==> src/hw/rtl/bbr_pkg.sv <==
// shared types, widths and divider constants for the 3x3 box blur
package bbr_pkg;

	localparam int CH_W        = 8;
	localparam int WIN_N       = 9;
	localparam int CNT_W       = 4;
	localparam int SUM_W       = 12;
	localparam int NUM_W       = 13;
	localparam int RECIP_W     = 20;
	localparam int RECIP_SHIFT = 20;
	localparam int PROD_W      = NUM_W + RECIP_W;
	localparam int OUT_ROW_W   = 12;
	localparam int OUT_COL_W   = 10;
	localparam int IMG_W_BITS  = 11;
	localparam int IMG_H_BITS  = 13;
	localparam int CFG_DATA_W  = 13;
	localparam int CFG_IDX_W   = 1;

	typedef enum logic [CFG_IDX_W-1:0] {
		REG_IMAGE_WIDTH  = 1'b0,
		REG_IMAGE_HEIGHT = 1'b1
	} reg_idx_t;

	typedef struct packed {
		logic [CH_W-1:0] red;
		logic [CH_W-1:0] green;
		logic [CH_W-1:0] blue;
	} pixel_t;

	typedef struct packed {
		logic [OUT_ROW_W-1:0] row;
		logic [OUT_COL_W-1:0] col;
		logic                 last;
	} tag_t;

	// ceil(2^20 / (2*count)); exact for every numerator 2*sum+count that can occur
	function automatic logic [RECIP_W-1:0] recip_of(input logic [CNT_W-1:0] count);
		logic [RECIP_W-1:0] m;
		unique case (count)
			4'd2:    m = 20'd262144;
			4'd3:    m = 20'd174763;
			4'd4:    m = 20'd131072;
			4'd5:    m = 20'd104858;
			4'd6:    m = 20'd87382;
			4'd7:    m = 20'd74899;
			4'd8:    m = 20'd65536;
			4'd9:    m = 20'd58255;
			default: m = 20'd524288;
		endcase
		return m;
	endfunction

endpackage

==> src/hw/rtl/bbr_out.sv <==
// merges the three lane results with the position tag into the output register
module bbr_out import bbr_pkg::*; (
	input  logic                  clk,
	input  logic                  arst_n,
	input  logic                  res_valid,
	input  tag_t                  res_tag,
	input  logic [CH_W-1:0]       res_red,
	input  logic [CH_W-1:0]       res_green,
	input  logic [CH_W-1:0]       res_blue,
	input  logic                  out_ready,
	output logic                  out_valid,
	output logic [CH_W-1:0]       blur_red,
	output logic [CH_W-1:0]       blur_green,
	output logic [CH_W-1:0]       blur_blue,
	output logic [OUT_ROW_W-1:0]  out_row,
	output logic [OUT_COL_W-1:0]  out_col,
	output logic                  run_last,
	output logic                  advance
);

	logic   out_valid_q;
	pixel_t pix_q;
	tag_t   tag_q;

	// whole pipeline moves when the output register is free or being taken
	assign advance = !out_valid_q || out_ready;

	always_ff @(posedge clk or negedge arst_n) begin
		if (!arst_n) begin
			out_valid_q <= 1'b0;
		end else if (advance) begin
			out_valid_q <= res_valid;
		end
	end

	always_ff @(posedge clk) begin
		if (advance) begin
			pix_q <= '{red: res_red, green: res_green, blue: res_blue};
			tag_q <= res_tag;
		end
	end

	assign out_valid  = out_valid_q;
	assign blur_red   = pix_q.red;
	assign blur_green = pix_q.green;
	assign blur_blue  = pix_q.blue;
	assign out_row    = tag_q.row;
	assign out_col    = tag_q.col;
	assign run_last   = tag_q.last;

endmodule

==> config.mk <==
export PLATFORM = sky130hd
export DESIGN_NAME = bbr_out
export DESIGN_NICKNAME = d
export VERILOG_FILES = /design/src/hw/rtl/bbr_pkg.sv /design/src/hw/rtl/bbr_out.sv
export SDC_FILE = /design/constraint.sdc
export NUM_CORES = 1
export LEC_CHECK = 0
export ABC_AREA = 1
export BUFFER_PORTS_ARGS = -buffer_cell sky130_fd_sc_hd__buf_2
export CORE_ASPECT_RATIO = 1.1
export CORE_MARGIN = 1
export CORE_UTILIZATION = 36
export DETAILED_ROUTE_END_ITERATION = 10
export PLACE_DENSITY = 0.74
export SYNTH_ARGS = -nofsm -noshare
export SYNTH_HDL_FRONTEND = slang
export SYNTH_SLANG_ARGS = --single-unit
==> constraint.sdc <==
create_clock -name clk -period 1.2 [get_ports clk]
set_input_delay 0.12 -clock clk [delete_from_list [all_inputs] [get_ports clk]]
set_output_delay 0.12 -clock clk [all_outputs]
set_load 0.03 [all_outputs]
==> impl_results.md <==
* Run status: finished clean
* Post-Synth Adder-Cell Area at 0
* Max Freq at 877 MHz
* Asr flop ratio synth at 0.0208
* CP Class: reg -> out
* Multiplexer share of the synthesized area at 0
* VDD IR max at 783 uV
* Fin crit share at 0.951
* Reg power frac at 0.517
* Max-slew headroom at 0.889
* CORE AREA at 0.00377 mm2
* Worst hold margin at between 0.009 and 0.01 ns
* Number of synthesized flops with an enable pin at 47
* Vias in the first global route at 927
* Synth Area in Simple Gates at 0.00859
* Synth Area in Compound Gates at 0
* Die H at 68.7 um
* Pwr Total at 0.00389 W
* GR Overflow Total at 0
* RSZ-0062 raised after global routing: no
* Final Skew at 0.00429 ns
* Initial drt markers at 38
* Predominant post-synthesis flop cell: edfxtp_1
* DR WL met3 at 260 um
* Arr. time, crit path at 1.02 ns
* Root Driver: clkbuf_8
* Chip width at 62.6 um
* Final setup viols at 0
* Synthesized instance count at 52
* Slowest cell on the critical path: dfrtp_2
* Leakage power at about 1.1 nW
* # IOs at 100
* Syn Area/Cell at 28.0 um2
* CP Capture Type: output port
* Initial Utilization at 0.386
* Share of the synthesized area in the top cell type at 0.969
* P_int at 0.00302 W
* Seq/Total Area, Yosys at 0.986
* Max-slew violation count at 0
* Share of cells above drive strength 1 at 0.578
* Post-Synth XOR/XNOR Area at 0
* CTS max path bufs at 2
* Sw Ratio at 0.223
* Crit-path leading delay family: flip-flops
* M1 WL at 1.26 mm
* Syn Nets at ~100
* Combinational share of power at 0.151
* Bufs and invs on worst path at 1
* Max-Cap Viols at 0
* CTS Buf Count at 5
* Routed vias at 1022
* H-tree depth at 2
* Post-synth top area cell: edfxtp_1
* Most frequent cells after synthesis: edfxtp_1 (47), inv_1 (2), nand2_2 (2), dfrtp_1 (1)
* Hold WC Path Type: in -> reg
* Nets@finish at 243
* Fill cells at 263
* Worst slew pin tran at 0.167 ns
* Worst setup margin at 0.0594 ns
* Via density per instance at roughly 4.2
* Area of the die at approximately 0.0043 mm2
* Worst-Skew Late Latency at about 0.29 ns
* Wire length on met2 at 1.62 mm
* Ranking of synthesized cells by area: edfxtp_1 (97%), dfrtp_1 (1.7%), nand2_2 (0.86%), inv_1 (0.52%)
* Clk slew on worst S/H paths at 0.08 ns
* Number of warnings issued by yosys at 0
* First-pass GRT wire length at 4.52 mm
* Cell area after synthesis at 0.00146 mm2
* Core Rows at 23
* Post-place setup slack at 0.181 ns
* Antenna Cells at 0
* Switch Pwr at around 0.00087 W
* IO buf count at 99
* Antenna-violating nets left at 0
* Slowest cell delay on critical path at approximately 0.45 ns
* # clock sinks at 48
* Most numerous cell in the Yosys netlist: edfxtp_1
* Largest family of logic cells by synthesized area: simple AND/OR/NAND/NOR gates
* Yosys cell types at 4
* Initial antenna violation count at 0
* Synthesis-to-finish area growth at 73.1%
* Setup Fix Bufs, Post-CTS at 0
* Top sig layer: met4
* Yosys reg bits at 48
* CP cell instances: nand2_8 > buf_4
* CTS tree: built
* Min Tclk post-route at 1.14 ns
* Drt pass-1 iters at 3
* WP data required at 1.08 ns
* Crit Path Max Fanout at 7
* Hold violation total from the final report at 0
* DRC at 0
* Pwr dens at 1540 mW/mm2
* Clock power share at 0.333
* Largest net degree at the start of global routing at 23
* Total Neg Setup Slack at 0 ns
* Final GP Congestion at 0.657
* Tot GR Track Use at 0.155
* Startpoint Class: register
* Final WL at 3.23 mm
* Routed len/inst at 13.4 um
## cells by family after synthesis
family / count (synthesis)
AND/OR/NAND/NOR: 2
flip-flops: 48
buffers and inverters: 2
## layer usage
layer / GRT usage / vias to the layer above
met5: 0 / -
met4: 0.110 / 0
met3: 0.0625 / 8
met2: 0.246 / 73
met1: 0.174 / 460
li1: - / 481
## placed cells by master, fill, tap and decap left out, drive strengths merged
cell / n
bufinv: 2
nand2: 2
clkbuf: 5
dfrtp: 1
dlygate4sd3: 32
edfxtp: 47
buf: 101
inv: 2
## final timing paths
path,from,end,slack (ns),cells past startpoint
worst min register to register,out_valid,out_col[2],0.69,1
min in group asynchronous,arst_n,out_valid,0.13,2
max in group asynchronous,arst_n,out_valid,0.98,2
worst max-delay path,out_valid,advance,0.06,2
worst min-delay path,res_tag[1],out_col[0],0.01,1
worst max register to register,out_valid,blur_red[0],0.17,2
## layout make-up
cell class	count	area [um2]	area share
sequential	48	1440	0.570
inverter	2	7.51	0.00298
clock buffer	5	68.8	0.0273
multi-input combinational	2	26.3	0.0104
timing repair buffer	133	858	0.340
clock inverter	2	60.1	0.0238
tap	50	62.6	0.0248
## flip-flops by register name (all words and copies together), names as in the netlist
| signal | count |
|---|---|
| blur_blue | 8 |
| out_valid | 1 |
| out_row | 12 |
| blur_green | 8 |
| out_col | 10 |
| blur_red | 8 |
| run_last | 1 |
## metrics by stage
stage	util	instances	instance area, um2
2_1_floorplan	-	52	1470
3_3_place_gp	0.549	203	2070
3_5_place_dp	0.549	203	2070
4_1_cts	0.640	231	2410
5_1_grt	0.669	242	2520
6_report	0.669	242	2520
## power by group through the flow
stage	Sequential, W	Combinational (W)	Clock (W)
CTS	0.00201	0.000560	0.00132
finish	0.00201	0.000585	0.00129
detailed placement	0.00205	0.000505	0
global route	0.00202	0.000619	0.00139
global placement	0.00204	0.000497	0
floorplan	0.00229	0.0000434	0
## timing repair
action,CTS,global route
setup endpoints to repair,1,0
hold endpoints to repair,21,11
gates resized for setup,1,0
hold buffers,21,11
Power figures use the tool's default switching activity.
