File: config.mk
export PLATFORM = sky130hd
export DESIGN_NAME = bbr_lane
export DESIGN_NICKNAME = d
export VERILOG_FILES = /design/src/hw/rtl/bbr_pkg.sv /design/src/hw/rtl/bbr_lane.sv
export SDC_FILE = /design/constraint.sdc
export NUM_CORES = 1
export LEC_CHECK = 0
export ABC_AREA = 1
export BUFFER_PORTS_ARGS = -buffer_cell sky130_fd_sc_hd__clkbuf_2
export CORE_ASPECT_RATIO = 0.5
export CORE_MARGIN = 10
export CORE_UTILIZATION = 50
export DETAILED_ROUTE_END_ITERATION = 12
export PLACE_DENSITY_LB_ADDON = 0.05
export SLEW_MARGIN = 25
export SYNTH_ARGS = -nofsm -noshare
export SYNTH_HDL_FRONTEND = slang
export SYNTH_SLANG_ARGS = --single-unit
File: constraint.sdc
create_clock -name clk -period 24.6 [get_ports clk]
set_input_delay 3.69 -clock clk [delete_from_list [all_inputs] [get_ports clk]]
set_output_delay 3.69 -clock clk [all_outputs]
set_load 0.01 [all_outputs]
File: src/hw/rtl/bbr_pkg.sv
// shared types, widths and divider constants for the 3x3 box blur
package bbr_pkg;

	localparam int CH_W        = 8;
	localparam int WIN_N       = 9;
	localparam int CNT_W       = 4;
	localparam int SUM_W       = 12;
	localparam int NUM_W       = 13;
	localparam int RECIP_W     = 20;
	localparam int RECIP_SHIFT = 20;
	localparam int PROD_W      = NUM_W + RECIP_W;
	localparam int OUT_ROW_W   = 12;
	localparam int OUT_COL_W   = 10;
	localparam int IMG_W_BITS  = 11;
	localparam int IMG_H_BITS  = 13;
	localparam int CFG_DATA_W  = 13;
	localparam int CFG_IDX_W   = 1;

	typedef enum logic [CFG_IDX_W-1:0] {
		REG_IMAGE_WIDTH  = 1'b0,
		REG_IMAGE_HEIGHT = 1'b1
	} reg_idx_t;

	typedef struct packed {
		logic [CH_W-1:0] red;
		logic [CH_W-1:0] green;
		logic [CH_W-1:0] blue;
	} pixel_t;

	typedef struct packed {
		logic [OUT_ROW_W-1:0] row;
		logic [OUT_COL_W-1:0] col;
		logic                 last;
	} tag_t;

	// ceil(2^20 / (2*count)); exact for every numerator 2*sum+count that can occur
	function automatic logic [RECIP_W-1:0] recip_of(input logic [CNT_W-1:0] count);
		logic [RECIP_W-1:0] m;
		unique case (count)
			4'd2:    m = 20'd262144;
			4'd3:    m = 20'd174763;
			4'd4:    m = 20'd131072;
			4'd5:    m = 20'd104858;
			4'd6:    m = 20'd87382;
			4'd7:    m = 20'd74899;
			4'd8:    m = 20'd65536;
			4'd9:    m = 20'd58255;
			default: m = 20'd524288;
		endcase
		return m;
	endfunction

endpackage

File: src/hw/rtl/bbr_lane.sv
// one colour channel: masked window sum, rounded mean by reciprocal multiply
module bbr_lane import bbr_pkg::*; (
	input  logic                        clk,
	input  logic                        en,
	input  logic [WIN_N-1:0][CH_W-1:0]  pix,
	input  logic [WIN_N-1:0]            mask,
	input  logic [CNT_W-1:0]            count,
	output logic [CH_W-1:0]             q
);

	logic [SUM_W-1:0]   sum;
	logic [NUM_W-1:0]   num_s1;
	logic [RECIP_W-1:0] recip_s1;
	logic [PROD_W-1:0]  prod;
	logic [CH_W-1:0]    q_s2;

	always_comb begin
		sum = '0;
		for (int i = 0; i < WIN_N; i++) begin
			if (mask[i]) begin
				sum = sum + SUM_W'(pix[i]);
			end
		end
	end

	// numerator 2*sum+count, divided by 2*count in the next stage
	always_ff @(posedge clk) begin
		if (en) begin
			num_s1   <= {sum, 1'b0} + NUM_W'(count);
			recip_s1 <= recip_of(count);
		end
	end

	assign prod = PROD_W'(num_s1) * PROD_W'(recip_s1);

	always_ff @(posedge clk) begin
		if (en) begin
			q_s2 <= prod[RECIP_SHIFT +: CH_W];
		end
	end

	assign q = q_s2;

endmodule

==> impl_results.md, run 1 <==
* Crit path top cell by count: inv_1
* Grt ovf at 0
* Drt via density at 4.99
* RSZ-0062 raised after global routing: no
* TritonCTS Sinks at 38
* Slowest CP cell: fa_1
* Fin nets at 2195
* Synth area leaders: fa_1 (31%), nand2_1 (13%), inv_1 (13%)
* Syn Inst Count at 1738
* Slew Viols, Final at 0
* Clock skew at 0.00407 ns
* Max Root-Sink Buffers at 2
* Tcrit/Tclk final at 51.4%
* Row count at 41
* Cts repair resizes at 0
* Gr usage total at 20.6%
* Tightest Pin Transition at 0.978 ns
* Critical path type: primary input to flip-flop
* # DRC at 0
* Period minus WS final at 12.65 ns
* Critical Path RT at 24.64 ns
* Hold_buf cts at 0
* Fmax at 79.1 MHz
* CP Launch Type: primary input
* Die ar. at 32800 um^2
* Vias in the first global route at 11200
* PortBufs at 94
* Area leader, netlist: fa_1
* 1st-pass router iterations at 5
* Outcome: completed
* Seq cells post-synth at 38
* Synthesized Nets at 2147
* Reg clk slew, reported paths at 0.06 ns
* TNS Setup at 0 ns
* GP Congestion at 0.925
* Detail Route Antenna Nets at 0
* Layout fillers at 2455
* Skew-Pair Late Insertion Delay at 0.28 ns
* Yosys top cell area share at 30.9%
* Final setup vio count at 0
* Seq/Total Area, Yosys at 8.91%
* Post-Syn Area at 12800 um^2
* Max-cap violations at 0
* Worst Hold Class: flip-flop to flip-flop
* First-pass GRT wire length at 55300 um
* Die width at 246 um
* Initial DRC count at 510
* Layout cells sized above 1 at 9.74%
* CTS tree: done
* Post-synthesis cell type count at 42
* WP data arrival at 12.69 ns
* Initial antenna violation count at 2
* P&R area growth vs syn at 6.93%
* Initial Util at 50.9%
* # Post-CTS Setup Buffers at 0
* IO Pins at 95
* Die Ht at 133 um
* Largest net degree at the start of global routing at 39
* Syn avg cell area at 7.37 um^2
* Worst path max stage delay at 0.56 ns
* H-tree levels at 2
* Final WL at 32500 um
* Core Box Area at 25200 um^2
* Slew headroom at 34.8%
* R2R Setup Slk at 18.48 ns
* Vias at 10700
* Final hold vios at 0
* Worst Setup End Kind: flip-flop
* Placed wire-length estimate at 27700 um
* Synth warn at 0
* CTS Buf Count at 5
* Per-cell routed wire length at 15.2 um
* Critical Path Fanout Max at 10
* Root Buffer: clkbuf_16
==> synthesized netlist by cell type <==
cell type / count
fa_1: 198
nand3_2: 11
o221ai_1: 2
o21ai_2: 3
a31oi_1: 9
buf_6: 1
nand2_2: 25
inv_2: 5
clkbuf_1: 46
nand2_1: 434
o21a_1: 1
and2_1: 11
or2_1: 1
o21ai_0: 46
or2_2: 9
a22o_1: 1
a21o_1: 6
nor4_1: 2
nand4_2: 1
a21oi_1: 68
edfxtp_1: 38
nand4_1: 13
xnor2_1: 17
nor3_1: 4
o31ai_1: 1
or2_0: 1
a211oi_1: 5
inv_1: 428
nand3_1: 81
nand3b_1: 4
clkinv_1: 1
xor2_1: 32
buf_4: 1
o2111ai_1: 1
nand2_4: 11
buf_1: 4
o21bai_1: 3
o21ai_1: 10
buf_2: 1
nor2_1: 71
nor2_2: 7
ha_1: 124
==> layout make-up <==
class                      count  area [um^2]  area share, %
clock buffer                   5          125          0.913
timing repair buffer          94          470           3.43
inverter                     434         1630           11.9
multi-input combinational   1213         9830           71.8
clock inverter                 3         68.8          0.502
sequential                    38         1140           8.33
tap                          344          430           3.14
antenna                        2         5.00         0.0365
==> through the flow <==
step / instance area, um^2 / util [%] / instances / worst slack [ns] / hold WS (ns)
floorplan: 12800 / - / 1738 / 12.80 / 0.973
global placement: 13500 / 53.6 / 2123 / 12.05 / 1.37
detailed placement: 13500 / 53.6 / 2123 / 11.69 / 1.38
CTS: 13700 / 54.4 / 2131 / 11.98 / 1.40
global route: 13700 / 54.4 / 2131 / 11.14 / 1.49
finish: 13700 / 54.4 / 2133 / 11.95 / 1.42
==> flip-flops by register name, summed over array words and instances (netlist names) <==
signal    cells
recip_s1     17
num_s1       13
q             8
==> layout by cell type (no fill, tap or decap), types with 7 or more instances in the layout <==
master	n
nor2_2	7
edfxtp_1	38
nor2_1	71
xor2_1	32
fa_1	198
or2_2	9
a31oi_1	9
and2_1	11
nand2_4	11
nand2_1	434
nand3_1	81
nand4_1	13
nand2_2	25
xnor2_1	17
inv_1	428
nand3_2	11
a21oi_1	68
ha_1	124
clkbuf_2	94
o21ai_1	10
o21ai_0	46
==> kinds of logic after synthesis <==
kind of cell,share of synthesized area (%)
flip-flops,8.91
AO/OA/AOI/OAI,6.70
adder cells (fa/ha/maj),43.0
buffers and inverters,14.4
XOR/XNOR,3.35
AND/OR/NAND/NOR,23.6
==> metal layers <==
metal / vias to the layer above / GRT usage, % / share of wire [%]
li1: 5323 / - / -
met3: 36 / 2.08 / 4.2
met2: 209 / 36.9 / 49
met5: - / 0 / 0
met1: 5083 / 26.3 / 45
met4: 0 / 4.34 / 1.7
==> final timing paths <==
check / from / end / cells past startpoint
max: mask[0] / num_s1[12] / 55
max reg2reg: num_s1[6] / q[7] / 20
min reg2reg: recip_s1[18] / q[7] / 5
min: recip_s1[18] / q[7] / 5
==> critical path, delay by kind of cell <==
| kind | cells | cell delay (ns) |
|---|---|---|
| xor+xnor | 2 | 0.36 |
| compound gates | 11 | 2.29 |
| fa+ha+maj | 9 | 3.40 |
| simple gates | 21 | 2.00 |
| buf+inv | 12 | 0.96 |
Power of run 1 is left out: the tool's default activity adds up to more than one toggle a clock period on the data nets, which glitch-free logic cannot reach.
==> inputs of run 2 (changes only) <==
==> constraint.sdc (replaced) <==
create_clock -name clk -period 12.1 [get_ports clk]
set_input_delay 1.815 -clock clk [delete_from_list [all_inputs] [get_ports clk]]
set_output_delay 1.815 -clock clk [all_outputs]
set_load 0.01 [all_outputs]
==> impl_results.md, run 2 (synthesis results as in run 1) <==
* Worst Hold Class: flip-flop to flip-flop
* Die ar. at 32800 um^2 (unchanged)
* Initial Util at 50.9% (unchanged)
* # DRC at 0 (unchanged)
* Detail Route Antenna Nets at 0 (unchanged)
* Max Root-Sink Buffers at 2 (unchanged)
* Gr usage total at 20.5% (-0.11 points)
* Largest net degree at the start of global routing at 39 (unchanged)
* Grt ovf at 0 (unchanged)
* Outcome: completed
* Hold Path Depth at 5 (unchanged)
* TNS Setup at 0 ns (unchanged)
* Layout cells sized above 1 at 9.68% (-0.056 points)
* Vias at 10700 (+0.22%)
* GP Congestion at 0.925 (unchanged)
* Final core occ at 54.2% (-0.20 points)
* Period minus WS final at 10.68 ns
* Die width at 246 um (unchanged)
* Slew Viols, Final at 0 (unchanged)
* Root Buffer: clkbuf_16
* Tightest Pin Transition at 0.983 ns (+0.00537 ns)
* Slowest CP cell: fa_1
* Max-cap violations at 0 (unchanged)
* Final hold vios at 0 (unchanged)
* Final setup vio count at 0 (unchanged)
* TritonCTS Sinks at 38 (unchanged)
* Skew-Pair Late Insertion Delay at 0.28 ns (about the same)
* CP Launch Type: primary input
* Fmax at 93.6 MHz
* PortBufs at 94 (unchanged)
* Fin nets at 2195 (unchanged)
* Final WL at 32700 um (+0.74%)
* Reg2Reg Capture Point: q[7]
* R2R Setup Slk at 5.98 ns (-12.50 ns)
* Worst Setup End Kind: flip-flop
* Layout fillers at 2457 (+0.081%)
* Hold_buf cts at 0 (unchanged)
* P&R area growth vs syn at 6.54%
* Worst reg2reg path depth at 20 (unchanged)
* Placed cell count at 2123 (unchanged)
* First-pass GRT wire length at 55100 um (-0.34%)
* Pre-CTS setup slack at 1.11 ns (-10.58 ns)
* CTS tree: done
* Die Ht at 133 um (unchanged)
* # Post-CTS Setup Buffers at 0 (unchanged)
* Vias in the first global route at 11200 (-0.33%)
* Critical Path Fanout Max at 10 (unchanged)
* RSZ-0062 raised after global routing: no
* Most frequent cells in the layout: nand2_1 (434), inv_1 (428), fa_1 (198)
* Leading cell type in the layout, fill and taps excluded: nand2_1
* 1st-pass router iterations at 5 (unchanged)
* H-tree levels at 2 (unchanged)
* IO Pins at 95 (unchanged)
* Critical path type: primary input to flip-flop
* Placed wire-length estimate at 27800 um (+0.16%)
* CTS Buf Count at 5 (unchanged)
* Initial antenna violation count at 4 (+2)
* Largest reg by FF count: recip_s1
* Cell Count, Final, Fillers Out at 2134 (+0.047%)
* Hold EP: q[7]
* Clock skew at 0.00343 ns (-0.000644 ns)
* Reg clk slew, reported paths at 0.06 ns (about the same)
* Cts repair resizes at 0 (unchanged)
* Hold wc startpoint: recip_s1[18]
* Tcrit/Tclk final at 88.3%
* Post-route setup slack at 1.42 ns (-10.54 ns)
* WP data arrival at 10.73 ns (-1.96 ns)
* Per-cell routed wire length at 15.3 um (+0.69%)
* Crit Reg-Reg Startpoint: num_s1[6]
* Core Box Area at 25200 um^2 (unchanged)
* Drt via density at 5.00 (+0.17%)
* Initial DRC count at 537 (+5.3%)
* Row count at 41 (unchanged)
* Critical Path RT at 12.14 ns (-12.50 ns)
* Slew headroom at 34.5% (-0.36 points)
* Largest register FFs at 17 (unchanged)
* Worst path max stage delay at 0.42 ns (-0.14 ns)
-- run 2: cell type report --
cell class,instances,area (um^2),area share [%]
inverter,434,1630,11.9
antenna,3,7.51,0.0550
multi-input combinational,1213,9830,72.0
clock inverter,3,16.3,0.119
sequential,38,1140,8.36
timing repair buffer,94,470,3.45
tap,344,430,3.15
clock buffer,5,125,0.917
-- run 2: worst max-delay path by stage --
stage	endpoint	from	slack, ns	cells after the start
floorplan	num_s1[12]	mask[0]	2.18	55
global placement	num_s1[12]	mask[0]	1.43	55
detailed placement	num_s1[12]	mask[0]	1.11	55
CTS	num_s1[12]	mask[0]	1.40	55
global route	num_s1[12]	mask[0]	0.61	57
finish	num_s1[12]	mask[0]	1.42	58
-- run 2: critical path: cells and delay by family --
family / cells / cell delay [ns]
buffers and inverters: 11 / 0.84
xor gates and xnor gates: 4 / 0.68
AOI/OAI and AO/OA: 10 / 2.03
and+or+nand+nor: 24 / 2.42
adders and majority gates: 9 / 2.92
-- run 2: metal layers --
layer  vias up  global-route usage, %  wire, um
met5         -                      0        17
met2       213                   35.8     15800
met1      5098                   26.1     14700
li1       5318                      -         -
met3        43                   2.53      1430
met4         2                   5.73       775
-- run 2: stage by stage --
| step | hold slack, ns | cell area [um^2] |
|---|---|---|
| finish | 1.41 | 13700 |
| global route | 1.50 | 13600 |
| CTS | 1.41 | 13600 |
| detailed placement | 1.38 | 13500 |
| global placement | 1.37 | 13500 |
| floorplan | 0.973 | 12800 |
Power of run 2 is left out for the same reason.
